$ cat src/hdl/tpc_pkg.sv
`timescale 1ns / 1ps
`default_nettype none

package tpc_pkg;

	// Configuration register indexes.
	localparam logic [1:0] REG_TEMP     = 2'd0;
	localparam logic [1:0] REG_PRES_LO  = 2'd1;
	localparam logic [1:0] REG_PRES_HI  = 2'd2;
	localparam logic [1:0] REG_PRES_NINE = 2'd3;

	// One pressure job passed from the front part to the back part.
	typedef struct packed {
		logic [31:0] temp;     // finished temperature in 0.01 degC
		logic [31:0] scaled;   // scaled pressure numerator before the divide
		logic [31:0] divisor;  // pressure divisor, zero means no pressure
	} tpc_item_t;

	// Queue occupancy flags seen by both neighbors.
	typedef struct packed {
		logic full;
		logic empty;
	} tpc_qstat_t;

	// Low 32 bits of a product, which is the same for signed and unsigned operands.
	function automatic logic [31:0] mul_lo(input logic [31:0] a, input logic [31:0] b);
		logic [63:0] full_prod;
		full_prod = {32'd0, a} * {32'd0, b};
		return full_prod[31:0];
	endfunction

	// Signed divide by two to the k, truncating toward zero.
	function automatic logic [31:0] sdiv_p2(input logic [31:0] x, input int unsigned k);
		logic [31:0] mask;
		logic [31:0] sum;
		mask = (32'd1 << k) - 32'd1;
		sum = x + (x[31] ? mask : 32'd0);
		return 32'($signed(sum) >>> k);
	endfunction

	// Sign extension of a 16-bit coefficient.
	function automatic logic [31:0] sx16(input logic [15:0] v);
		return {{16{v[15]}}, v};
	endfunction

endpackage

`default_nettype wire

$ cat src/hdl/tpc_back.sv
`timescale 1ns / 1ps
`default_nettype none

module tpc_back (
	input  wire logic               clk,
	input  wire logic               arst_n,
	input  wire logic [63:0]        pres_hi,
	input  wire logic [15:0]        pres_nine,
	input  wire tpc_pkg::tpc_item_t head,
	input  wire tpc_pkg::tpc_qstat_t qstat,
	output logic                    pop,
	output logic                    out_valid,
	input  wire logic               out_ready,
	output logic [31:0]             temperature_centi,
	output logic [31:0]             pressure_pascal,
	output logic                    pressure_valid
);
	import tpc_pkg::*;

	localparam logic [2:0] ST_IDLE  = 3'd0;
	localparam logic [2:0] ST_DIV   = 3'd1;
	localparam logic [2:0] ST_POST1 = 3'd2;
	localparam logic [2:0] ST_POST2 = 3'd3;
	localparam logic [2:0] ST_POST3 = 3'd4;

	logic [2:0]  state_q;
	logic [2:0]  step_q;
	logic [32:0] rem_q;
	logic [31:0] num_q, quo_q, div_q, temp_q;
	logic        dbl_q, nz_q;
	logic [31:0] p_q, sq8_q, dm_q, cm_q;
	logic [31:0] p7, p8, p9;
	logic [32:0] rem_n;
	logic [31:0] num_n, quo_n;
	logic [31:0] pres_sum;
	logic        slot_free;
	logic        load_out;

	assign p7 = sx16(pres_hi[47:32]);
	assign p8 = sx16(pres_hi[63:48]);
	assign p9 = sx16(pres_nine);

	assign slot_free = !out_valid || out_ready;
	assign load_out = (state_q == ST_POST3) && slot_free;
	assign pop = (state_q == ST_IDLE) && !qstat.empty;

	// Four restoring division steps per cycle.
	always_comb begin
		rem_n = rem_q;
		num_n = num_q;
		quo_n = quo_q;
		for (int i = 0; i < 4; i++) begin
			rem_n = {rem_n[31:0], num_n[31]};
			num_n = num_n << 1;
			if (rem_n >= {1'b0, div_q}) begin
				rem_n = rem_n - {1'b0, div_q};
				quo_n = {quo_n[30:0], 1'b1};
			end else begin
				quo_n = {quo_n[30:0], 1'b0};
			end
		end
	end

	// Final correction of the pressure.
	assign pres_sum = p_q + sdiv_p2(sdiv_p2(cm_q, 12) + sdiv_p2(dm_q, 13) + p7, 4);

	// Output valid flag: set when a result is loaded, cleared when it is taken.
	always_ff @(posedge clk or negedge arst_n) begin
		if (!arst_n) begin
			out_valid <= 1'b0;
		end else if (load_out) begin
			out_valid <= 1'b1;
		end else if (out_ready) begin
			out_valid <= 1'b0;
		end
	end

	// Sequencer for divide and correction.
	always_ff @(posedge clk or negedge arst_n) begin
		if (!arst_n) begin
			state_q   <= ST_IDLE;
			step_q    <= '0;
		end else begin
			case (state_q)
				ST_IDLE: begin
					if (pop) begin
						state_q <= ST_DIV;
						step_q  <= '0;
					end
				end
				ST_DIV: begin
					step_q <= step_q + 1'b1;
					if (step_q == 3'd7) begin
						state_q <= ST_POST1;
					end
				end
				ST_POST1: state_q <= ST_POST2;
				ST_POST2: state_q <= ST_POST3;
				ST_POST3: begin
					if (slot_free) begin
						state_q   <= ST_IDLE;
					end
				end
				default: state_q <= ST_IDLE;
			endcase
		end
	end

	// Datapath registers.
	always_ff @(posedge clk) begin
		case (state_q)
			ST_IDLE: begin
				if (pop) begin
					temp_q <= head.temp;
					div_q  <= head.divisor;
					nz_q   <= (head.divisor != 32'd0);
					dbl_q  <= head.scaled[31];
					num_q  <= head.scaled[31] ? head.scaled : (head.scaled << 1);
					rem_q  <= '0;
					quo_q  <= '0;
				end
			end
			ST_DIV: begin
				rem_q <= rem_n;
				num_q <= num_n;
				quo_q <= quo_n;
				if (step_q == 3'd7) begin
					p_q <= dbl_q ? (quo_n << 1) : quo_n;
				end
			end
			ST_POST1: begin
				sq8_q <= mul_lo(p_q >> 3, p_q >> 3);
				dm_q  <= mul_lo(p_q >> 2, p8);
			end
			ST_POST2: begin
				cm_q <= mul_lo(p9, sq8_q >> 13);
			end
			ST_POST3: begin
				if (slot_free) begin
					temperature_centi <= temp_q;
					pressure_pascal   <= nz_q ? pres_sum : 32'd0;
					pressure_valid    <= nz_q;
				end
			end
			default: ;
		endcase
	end

endmodule

`default_nettype wire

$ cat config.mk
export PLATFORM = sky130hd
export DESIGN_NAME = tpc_back
export DESIGN_NICKNAME = d
export VERILOG_FILES = /design/src/hdl/tpc_pkg.sv /design/src/hdl/tpc_back.sv
export SDC_FILE = /design/constraint.sdc
export NUM_CORES = 2
export LEC_CHECK = 0
export BUFFER_PORTS_ARGS = -buffer_cell sky130_fd_sc_hd__buf_2
export CORE_MARGIN = 2
export CORE_UTILIZATION = 55
export DETAILED_ROUTE_END_ITERATION = 10
export GPL_TIMING_DRIVEN = 1
export PLACE_DENSITY = 0.74
export SLEW_MARGIN = 20
export SYNTH_ARGS = -nofsm -noshare
export SYNTH_HDL_FRONTEND = slang
export SYNTH_SLANG_ARGS = --single-unit
export TNS_END_PERCENT = 30
$ cat constraint.sdc
create_clock -name clk -period 12.05 [get_ports clk]
set_input_delay 2.41 -clock clk [delete_from_list [all_inputs] [get_ports clk]]
set_output_delay 2.41 -clock clk [all_outputs]
set_load 0.02 [all_outputs]
==> impl_metrics.tcl <==
set metrics [dict create \
    status "complete, but fails checks" \
    violations "negative setup slack" \
    synth_edf_count 338 \
    drive_above_1_share_pct 14.2 \
    clk_pin_slew_worst_paths_ps 60 \
    io_pins 248 \
    cts.sinks 345 \
    post_dp_cell_area_mm2 0.0658 \
    wl_um 160000 \
    cp_max_fo 6 \
    first_pass_iters 6 \
    fin_crit_sh_pct 100 \
    chipWidth_um 337 \
    slew_headroom_pct 30.9 \
    post-synth-top-area-fraction_pct 34.5 \
    cpPeakStageDelay_ps 500 \
    synth_seq_cells 345 \
    start_kind "flop" \
    grt_overflow 0 \
    dp.cells 8144 \
    cts_root_buffer "clkbuf_16" \
    synth_area_leaders "fa_1 (34%), edfxtp_1 (17%), ha_1 (11%)" \
    crit_required_ps 12370 \
    cp-end-kind "flop" \
    worst_pin_slew_ps 1040 \
    port_buffers 214 \
    final.setup_skew_ps 23.3 \
    rows 121 \
    postRouteAntennaNets 0 \
    hold_viol 0 \
    worst_ep_arrival_time_ps 12410 \
    start_util_pct 55.6 \
    yosys_warnings 0 \
    final_area_mm2 0.0684 \
    max_freq_ghz 0.0827 \
    fillers 8860 \
    ys_types 95 \
    syn_inst 6287 \
    cts_tree "built" \
    nets 8510 \
    setup_ws_ps -45.3 \
    setup_viol 13 \
    cts_buffers 38 \
    grt_first_pass_wirelength_um 256000 \
    core-area_mm2 0.109 \
    async_reset_ff_share_pct 2.03 \
    grt_use_total_pct 28.9 \
    rrSetupSlack_ps -50 \
    syn_nets 8037 \
    ys_seq_area_share_pct 17.0 \
    antenna_cells 0 \
    fin_cells 8265 \
    synth_ff_type "edfxtp_1" \
    vias 45700 \
    drv_cap 0 \
    viasPerCell 5.53 \
    cts_buffer_depth 3 \
    dp_hpwl_um 127000 \
    cts.htree.levels 2 \
    syn_to_final_growth_pct 12.5 \
    synth_area_mm2 0.0608 \
    cpMaxStageDelayCell "o41a_1" \
    path_class "reg -> reg" \
    hold_path.class "reg -> reg" \
    grt_pass1_vias 48500 \
    clk_latency_ps 600 \
    antenna_found_initial 5 \
    synth_top_cell_by_area "fa_1" \
    grt_start_max_net_pins 73 \
    drc_errors 0 \
    route.detailed.wl_per_inst_um 19.4 \
    drt_iter0_drc 3163 \
    period_minus_slack_ps 12100 \
    synth_most_common_cell "inv_1" \
    avgSynthCellArea_um2 9.67 \
    globalplace.congestion 0.948 \
    slew_violations 0 \
    synth.top_cells.by_count "inv_1 (1,302), fa_1 (1,047), nand2_1 (720)" \
    rsz0062_at_grt "true" \
    dieArea_mm2 0.113 \
    fp.dieH_um 337 \
]
[metrics by stage]
stage               util (%)  setup TNS, ps  hold slack (ps)  setup slack (ps)
global placement        60.2         -20380              400              -671
floorplan                  -              0              400               290
global route            62.6         -15120              425              -482
detailed placement      60.2         -26390              405              -847
finish                  62.6           -251              417             -45.3
CTS                     61.9         -0.287              419            -0.287
[critical path: cells and delay by family, from the launching register on]
| kind | cells | cell delay (ps) |
|---|---|---|
| AOI/OAI and AO/OA | 25 | 4920 |
| adders and majority gates | 4 | 1190 |
| DFF | 1 | 420 |
| and+or+nand+nor | 15 | 2720 |
| muxes | 4 | 1070 |
| buffers and inverters | 9 | 1440 |
[placed cells by master, fill, tap and decap left out, drive strengths merged, types with 9 or more instances in the layout]
cell	instances
a211oi	14
mux2i	66
o21a	42
edfxtp	338
a21o	93
a21boi	9
inv	1307
o31a	10
nor4	17
clkbuf	43
nand3b	9
nand2b	34
or2	18
mux2	93
a31oi	23
a2111oi	9
o31ai	14
and3	56
ha	522
nor3	61
o21bai	18
o211ai	9
a21oi	192
o21ai	147
and2	378
nand3	44
nor2b	45
nor3b	9
xor2	101
clkinv	12
nand4	32
xnor2	244
or3	16
fa	1047
nand2	720
buf	651
nor2	231
[registers in the layout (all words and copies together), names as in the netlist]
name,flops
step_q,3
dbl_q,1
div_q,32
pressure_valid,1
cm_q,32
dm_q,32
num_q,32
p_q,32
nz_q,1
pressure_pascal,32
out_valid,1
quo_q,28
temperature_centi,32
state_q,3
rem_q,32
sq8_q,19
temp_q,32
[final timing paths]
kind / from / end / depth (start not counted)
min in group asynchronous: arst_n / out_valid / 1
min reg2reg: temp_q[25] / temperature_centi[25] / 0
min: temp_q[25] / temperature_centi[25] / 0
max reg2reg: rem_q[10] / rem_q[12] / 57
max in group asynchronous: arst_n / step_q[1] / 1
max: rem_q[10] / rem_q[12] / 57
[kinds of logic after synthesis]
family | after synthesis | share of synthesized area, %
AO/OA/AOI/OAI | 660 | 7.11
XOR/XNOR | 345 | 4.97
AND/OR/NAND/NOR | 1687 | 13.4
flip-flops | 345 | 17.0
adder cells (fa/ha/maj) | 1569 | 45.2
multiplexers | 159 | 2.81
buffers and inverters | 1522 | 9.52
[routing by layer]
metal	GRT usage, %	wire (um)	vias up
met1	38.2	65100	23000
li1	-	-	20700
met4	11.4	6880	4
met2	48.3	76900	1692
met5	0	31	-
met3	3.86	11500	336
[layout make-up]
cell class                 instances  area [um^2]  share of cell area (%)
sequential                       345        10300                    15.1
clock inverter                    27          360                   0.527
timing repair buffer             652         4540                    6.64
clock buffer                      42          966                    1.41
tap                             1476         1850                    2.70
multi-input combinational       4420        45500                    66.5
inverter                        1303         4890                    7.15
[repair_timing]
action | 4_1_cts | 5_1_grt
pin swaps | 24 | 44
setup endpoints to repair | 35 | 41
gates cloned | 3 | 1
hold buffers | 0 | 0
gates resized for setup | 51 | 118
setup buffers | 24 | 28
Power is not shown: default switching activity piles up to over one toggle a cycle in this logic, so the estimate is an artifact.
