[config.mk]
export PLATFORM = sky130hd
export DESIGN_NAME = tpc_queue
export DESIGN_NICKNAME = d
export VERILOG_FILES = /design/src/hdl/tpc_pkg.sv /design/src/hdl/tpc_queue.sv
export SDC_FILE = /design/constraint.sdc
export NUM_CORES = 1
export LEC_CHECK = 0
export BUFFER_PORTS_ARGS = -buffer_cell sky130_fd_sc_hd__buf_2
export CORE_ASPECT_RATIO = 0.9
export CORE_MARGIN = 1
export CORE_UTILIZATION = 50
export CTS_CLUSTER_DIAMETER = 120
export DETAILED_ROUTE_END_ITERATION = 8
export GPL_ROUTABILITY_DRIVEN = 0
export PLACE_DENSITY = 0.71
export SYNTH_ARGS = -nofsm -noshare
export SYNTH_HDL_FRONTEND = slang
export SYNTH_SLANG_ARGS = --single-unit
[constraint.sdc]
create_clock -name clk -period 7.1 [get_ports clk]
set_input_delay 1.42 -clock clk [delete_from_list [all_inputs] [get_ports clk]]
set_output_delay 1.42 -clock clk [all_outputs]
set_load 0.005 [all_outputs]
[src/hdl/tpc_pkg.sv]
`timescale 1ns / 1ps
`default_nettype none

package tpc_pkg;

	// Configuration register indexes.
	localparam logic [1:0] REG_TEMP     = 2'd0;
	localparam logic [1:0] REG_PRES_LO  = 2'd1;
	localparam logic [1:0] REG_PRES_HI  = 2'd2;
	localparam logic [1:0] REG_PRES_NINE = 2'd3;

	// One pressure job passed from the front part to the back part.
	typedef struct packed {
		logic [31:0] temp;     // finished temperature in 0.01 degC
		logic [31:0] scaled;   // scaled pressure numerator before the divide
		logic [31:0] divisor;  // pressure divisor, zero means no pressure
	} tpc_item_t;

	// Queue occupancy flags seen by both neighbors.
	typedef struct packed {
		logic full;
		logic empty;
	} tpc_qstat_t;

	// Low 32 bits of a product, which is the same for signed and unsigned operands.
	function automatic logic [31:0] mul_lo(input logic [31:0] a, input logic [31:0] b);
		logic [63:0] full_prod;
		full_prod = {32'd0, a} * {32'd0, b};
		return full_prod[31:0];
	endfunction

	// Signed divide by two to the k, truncating toward zero.
	function automatic logic [31:0] sdiv_p2(input logic [31:0] x, input int unsigned k);
		logic [31:0] mask;
		logic [31:0] sum;
		mask = (32'd1 << k) - 32'd1;
		sum = x + (x[31] ? mask : 32'd0);
		return 32'($signed(sum) >>> k);
	endfunction

	// Sign extension of a 16-bit coefficient.
	function automatic logic [31:0] sx16(input logic [15:0] v);
		return {{16{v[15]}}, v};
	endfunction

endpackage

`default_nettype wire

[src/hdl/tpc_queue.sv]
`timescale 1ns / 1ps
`default_nettype none

module tpc_queue #(
	parameter int DEPTH = 4
) (
	input  wire logic               clk,
	input  wire logic               arst_n,
	input  wire logic               push,
	input  wire tpc_pkg::tpc_item_t push_item,
	input  wire logic               pop,
	output tpc_pkg::tpc_item_t      head,
	output tpc_pkg::tpc_qstat_t     qstat
);
	import tpc_pkg::*;

	localparam int PW = (DEPTH > 1) ? $clog2(DEPTH) : 1;
	localparam int CW = $clog2(DEPTH + 1);

	tpc_item_t mem_q [DEPTH];
	logic [PW-1:0] wr_q, rd_q;
	logic [CW-1:0] cnt_q;

	assign qstat.full  = (cnt_q == CW'(DEPTH));
	assign qstat.empty = (cnt_q == '0);
	assign head = mem_q[rd_q];

	// Entry storage.
	always_ff @(posedge clk) begin
		if (push) begin
			mem_q[wr_q] <= push_item;
		end
	end

	// Pointers and fill count.
	always_ff @(posedge clk or negedge arst_n) begin
		if (!arst_n) begin
			wr_q  <= '0;
			rd_q  <= '0;
			cnt_q <= '0;
		end else begin
			if (push) begin
				wr_q <= (wr_q == PW'(DEPTH - 1)) ? '0 : wr_q + 1'b1;
			end
			if (pop) begin
				rd_q <= (rd_q == PW'(DEPTH - 1)) ? '0 : rd_q + 1'b1;
			end
			if (push && !pop) begin
				cnt_q <= cnt_q + 1'b1;
			end else if (pop && !push) begin
				cnt_q <= cnt_q - 1'b1;
			end
		end
	end

endmodule

`default_nettype wire

==> flow_summary.ini, run 1 <==
[run_status]
status = completed

[logic_synthesis]
ys_warn_count = 0
yosysTopAreaCell = edfxtp_1
syn_area_per_cell_um2 = 26.5
yosysSeqAreaShare_pct = 82.1
netlist_area_mm2 = 0.0143
synth_area_leaders = edfxtp_1 81%, mux4_2 15%, dfrtp_1 1.2%, ha_1 0.53%, buf_4 0.32%
synth-seq-cells = 391
synthDistinctLibCells = 21
postSynthCellCount = 539
synth_top_area_share_pct = 80.9
syn_nets = 646

[critical_path]
crit_chain = buf_4 -> mux4_2 -> buf_2
path_buf_inv = 2
crit_required_ps = 5680
arrival_ps = 3150
start_kind = flop
cpMaxStageDelayCell = dfrtp_4
cp-end-kind = output port
cp_slowest_stage_delay_ps = 1040
crit_family = flip-flops
critPathKind = flop to output port
cp_max_fo = 45

[detailed_routing]
vias = 6435
ant_nets = 0
drtIter0Drc = 509
drc_errors = 0
drtPass1Iterations = 6
drt-total-wl_um = 25700
vias_per_cell = 5.58
wl_per_cell_um = 22.3

[timing]
fin_worst_skew_ps = 9.08
clock.fmax_mhz = 219
finalHoldViolCount = 0
worst_slew_pin_slew_ps = 1140
post-route-period-util_pct = 64.4
min_period_ps = 4570
slew_violations = 0
fin_ws_ps = 2530
rsz0062_at_grt = no
tns_ps = 0
relSlewSlack_pct = 23.7
hold_slack_ps = 507
setup_violations = 0

[cts]
cts_htree_levels = 2
path_clk_slew_ps = 60
ctsRootBufferMaster = clkbuf_16
clock_sinks = 391
post_cts_buffers = 0
cts_tree = built
clock_path_buffers = 3
clock_latency_ps = 500
ctsHoldBuffers = 0
cts_buffers = 40
cts_resized = 0

[die]
die-area_mm2 = 0.0292
std_cell_rows = 58
die_x_um = 180
io_pins = 198
design.core.area_mm2 = 0.0280
dieHeight_um = 162
start_util_pct = 50.9

[global_routing]
antenna_found_initial = 4
grt_overflow_total = 0
grt_usage_pct = 18.0
grt_pass1_wl_um = 39700
grt_pass1_vias = 7043
grt_max_degree = 76

[finish]
layout_common_cells = 384 x edfxtp_1, 197 x buf_2, 96 x mux4_2
layout_commonest_cell = edfxtp_1
layout-drive-gt1-share_pct = 45.6
synthToLayoutAreaGrowth_pct = 18.0
finalNetCount = 870

[placed_design]
io_buffers = 197
pre_cts_slack_ps = 2930
dp_hpwl_um = 15100

[job]
maxCapViolations = 0

[pwr]
vdd_ir_drop_max_v = 0.000204
power_density_mw_per_mm2 = 398
leakage_nw = 5.73
total_power_mw = 6.70

[min_path]
hp-class = flop to flop
## cells by family (layout without fill, tap and decap cells)
| family | after synthesis | in the layout | share of synthesized area, % |
|---|---|---|---|
| buffers and inverters | 26 | 277 | 1.20 |
| other | 0 | 4 | 0 |
| AND/OR/NAND/NOR | 11 | 11 | 0.395 |
| flip-flops | 391 | 391 | 82.1 |
| XOR/XNOR | 3 | 3 | 0.184 |
| AO/OA/AOI/OAI | 2 | 2 | 0.0702 |
| adder cells (fa/ha/maj) | 7 | 7 | 0.667 |
| multiplexers | 99 | 99 | 15.4 |
## where the power goes
group	internal [mW]	switching (mW)
combinational	0.843	0.756
clock	1.13	0.791
sequential	2.96	0.218
## sequential cells by signal, summed over array words and instances, names as in the netlist
name   count
mem_q    384
rd_q       2
cnt_q      3
wr_q       2
## through the flow
stage               cells  utilization (%)  cell area (µm²)
floorplan             539                -            14300
global placement     1081             55.7            15600
detailed placement   1081             55.7            15600
CTS                  1150             60.0            16800
global route         1151             60.0            16800
finish               1154             60.1            16800
## area by class of cell
type	instances	area [µm²]
Clock inverter	18	138
Multi-Input combinational cell	122	2390
Fill cell	1969	11200
Inverter	4	15.0
Timing Repair Buffer	204	1040
Clock buffer	51	1060
Tap cell	360	450
Antenna cell	4	10.0
Sequential cell	391	11700
## layer usage
layer | vias to the layer above | GRT usage, % | part of all wire [%]
met5 | - | 0 | 0.051
met4 | 2 | 5.75 | 2.0
met3 | 45 | 4.37 | 7.1
met2 | 237 | 30.9 | 51
met1 | 3371 | 22.9 | 40
li1 | 2780 | - | -
## final timing paths
kind / startpoint / end / slack [ps] / depth (start not counted)
max: rd_q[0] / head[59] / 2530 / 3
min: cnt_q[2] / cnt_q[2] / 510 / 1
max reg2reg: rd_q[0] / rd_q[1] / 4480 / 3
min reg2reg: cnt_q[2] / cnt_q[2] / 510 / 1
max in group asynchronous: arst_n / rd_q[0] / 6170 / 1
min in group asynchronous: arst_n / cnt_q[1] / 750 / 1
## synth_stat cells
library cell,instances
nor3b_1,1
buf_8,1
buf_2,7
buf_6,2
ha_1,6
buf_12,1
inv_1,4
xnor2_1,1
mux2_2,3
o21ai_0,2
edfxtp_1,384
nor2_1,3
buf_4,6
nor3_1,1
dfrtp_1,7
xor2_1,2
mux4_2,96
clkbuf_1,5
fa_1,1
nand2_1,2
and2_1,4
## worst register-to-register path: stages (launching register included)
cell and delay, ps:
dfrtp_4 1040, buf_4 800, ha_1 410, mux2_2 260
No activity file was read; power rests on OpenSTA's default activity.
==> run 2, diff against run 1 <==
Clock period 7.1 ns to 4.8 ns, I/O delays scaled along.
==> run 2 against run 1 <==
Clock-buffer cell count is 4 lower. Register-to-register slack got worse by 1900 ps. Hold slack worse by 230 ps. Clock power up 55%. Cell area up 0.73%.
==> flow_summary.ini, run 2 (synthesized netlist as in run 1, its figures left out) <==
[run_status]
status = completed

[global_routing]
grt_max_degree = 64
grt_pass1_wl_um = 39300
grt_usage_pct = 18.0
grt_pass1_vias = 6904
grt_overflow_total = 0
antenna_found_initial = 2

[finish]
layout_commonest_cell = edfxtp_1
largest_reg_flops = 384
layout_common_cells = 384 x edfxtp_1, 197 x buf_2, 96 x mux4_2
layout-drive-gt1-share_pct = 46.3
fillers = 1964
post-route-util_pct = 60.5
finalNetCount = 875
synthToLayoutAreaGrowth_pct = 18.8
regMostFlops = mem_q
top_regs = mem_q: 384 flops, cnt_q: 3 flops

[detailed_routing]
vias = 6353
wl_per_cell_um = 22.2
ant_nets = 0
vias_per_cell = 5.49
drtIter0Drc = 387
drtPass1Iterations = 4
drc_errors = 0
drt-total-wl_um = 25700

[pwr]
power_density_mw_per_mm2 = 595
vdd_ir_drop_max_v = 0.000418
leakage_nw = 5.80

[timing]
min_period_ps = 3560
setup_violations = 0
tns_ps = 0
relSlewSlack_pct = 36.1
post-route-period-util_pct = 74.3
worst_slew_pin_slew_ps = 959
finalHoldViolCount = 0
fin_worst_skew_ps = 14.3
slew_violations = 0
rsz0062_at_grt = no
clock.fmax_mhz = 281

[critical_path]
worstReg2RegStart = wr_q[0]
crit_family = flip-flops
critPathKind = flop to output port
cp_max_fo = 35
cp-end-kind = output port
start_kind = flop
crit_chain = buf_4 -> mux4_2 -> buf_2
path_buf_inv = 2
r2r-end = mem_q[2][43]
cp_slowest_stage_delay_ps = 860
cpMaxStageDelayCell = dfrtp_4
arrival_ps = 2600
r2r_slack_ps = 2550
reg2reg_depth = 4
crit_required_ps = 3840

[min_path]
hp-class = input port to asynchronous set/reset pin

[cts]
cts_tree = built
cts_resized = 0
ctsHoldBuffers = 0
clock_sinks = 391
cts_htree_levels = 2
clock_latency_ps = 510
cts_buffers = 39
post_cts_buffers = 0
path_clk_slew_ps = 60
ctsRootBufferMaster = clkbuf_16
clock_path_buffers = 3

[die]
std_cell_rows = 58
io_pins = 198
die-area_mm2 = 0.0292
design.core.area_mm2 = 0.0280
dieHeight_um = 162
die_x_um = 180
start_util_pct = 50.9

[placed_design]
io_buffers = 197
dp_hpwl_um = 15800

[job]
maxCapViolations = 0
-- run 2: cell types whose count changed in the layout (fill, tap and decap cells not counted) --
cell,delta
clkinvlp_4,-1
bufinv_16,+3
diode_2,-1
clkbuf_1,-4
buf_4,+5
buf_12,+1
-- run 2: cell type report --
type / instances / area [µm²] / share of cell area [%]
repair buffers: 210 / 1100 / 6.47
clock inverters: 20 / 220 / 1.30
clock buffers: 47 / 1050 / 6.19
diodes: 3 / 7.51 / 0.0443
inverters: 4 / 15.0 / 0.0886
flip-flops and latches: 391 / 11700 / 69.1
multi-input cells: 122 / 2390 / 14.1
well taps: 360 / 450 / 2.66
-- run 2: worst register-to-register path, stage by stage (launching register included) --
cell     delay, ps
dfrtp_1        420
inv_1          130
ha_1           180
and2_4         640
buf_4          510
-- run 2: metrics by stage --
stage                     area (µm²)  setup WS, ps  std cells  hold slack, ps  power, mW
after global routing           16900          1040       1154             265       10.6
after CTS                      16900          1140       1154             262       10.2
after detailed placement       15700          1700       1087             491       7.25
after global placement         15700          1700       1087             470       7.18
after floorplan                14300          1160        539             456       6.27
final                          16900          1240       1157             276       10.1
-- run 2: worst max path at each step --
stage               startpoint           to  slack, ps  depth (start not counted)
floorplan                 push  mem_q[2][0]       1160                          1
global placement       rd_q[0]     head[28]       1700                          3
detailed placement     rd_q[0]     head[25]       1700                          3
CTS                    rd_q[0]     head[10]       1140                          3
global route           rd_q[0]     head[10]       1040                          3
finish                 rd_q[0]     head[20]       1240                          3
-- run 2: power by group --
| part | total, mW | switching, mW | internal (mW) |
|---|---|---|---|
| Clock | 2.98 | 1.16 | 1.82 |
| Combinational | 2.40 | 1.12 | 1.28 |
| Sequential | 4.70 | 0.323 | 4.38 |
| Total | 10.1 | 2.61 | 7.47 |
-- run 2: per-layer routing --
metal / part of all wire, % / vias to the layer above / GRT usage [%]
met1: 40 / 3332 / 23.1
li1: - / 2782 / -
met3: 6.5 / 51 / 4.26
met4: 2.3 / 2 / 5.94
met5: 0.051 / - / 0
met2: 51 / 186 / 30.7
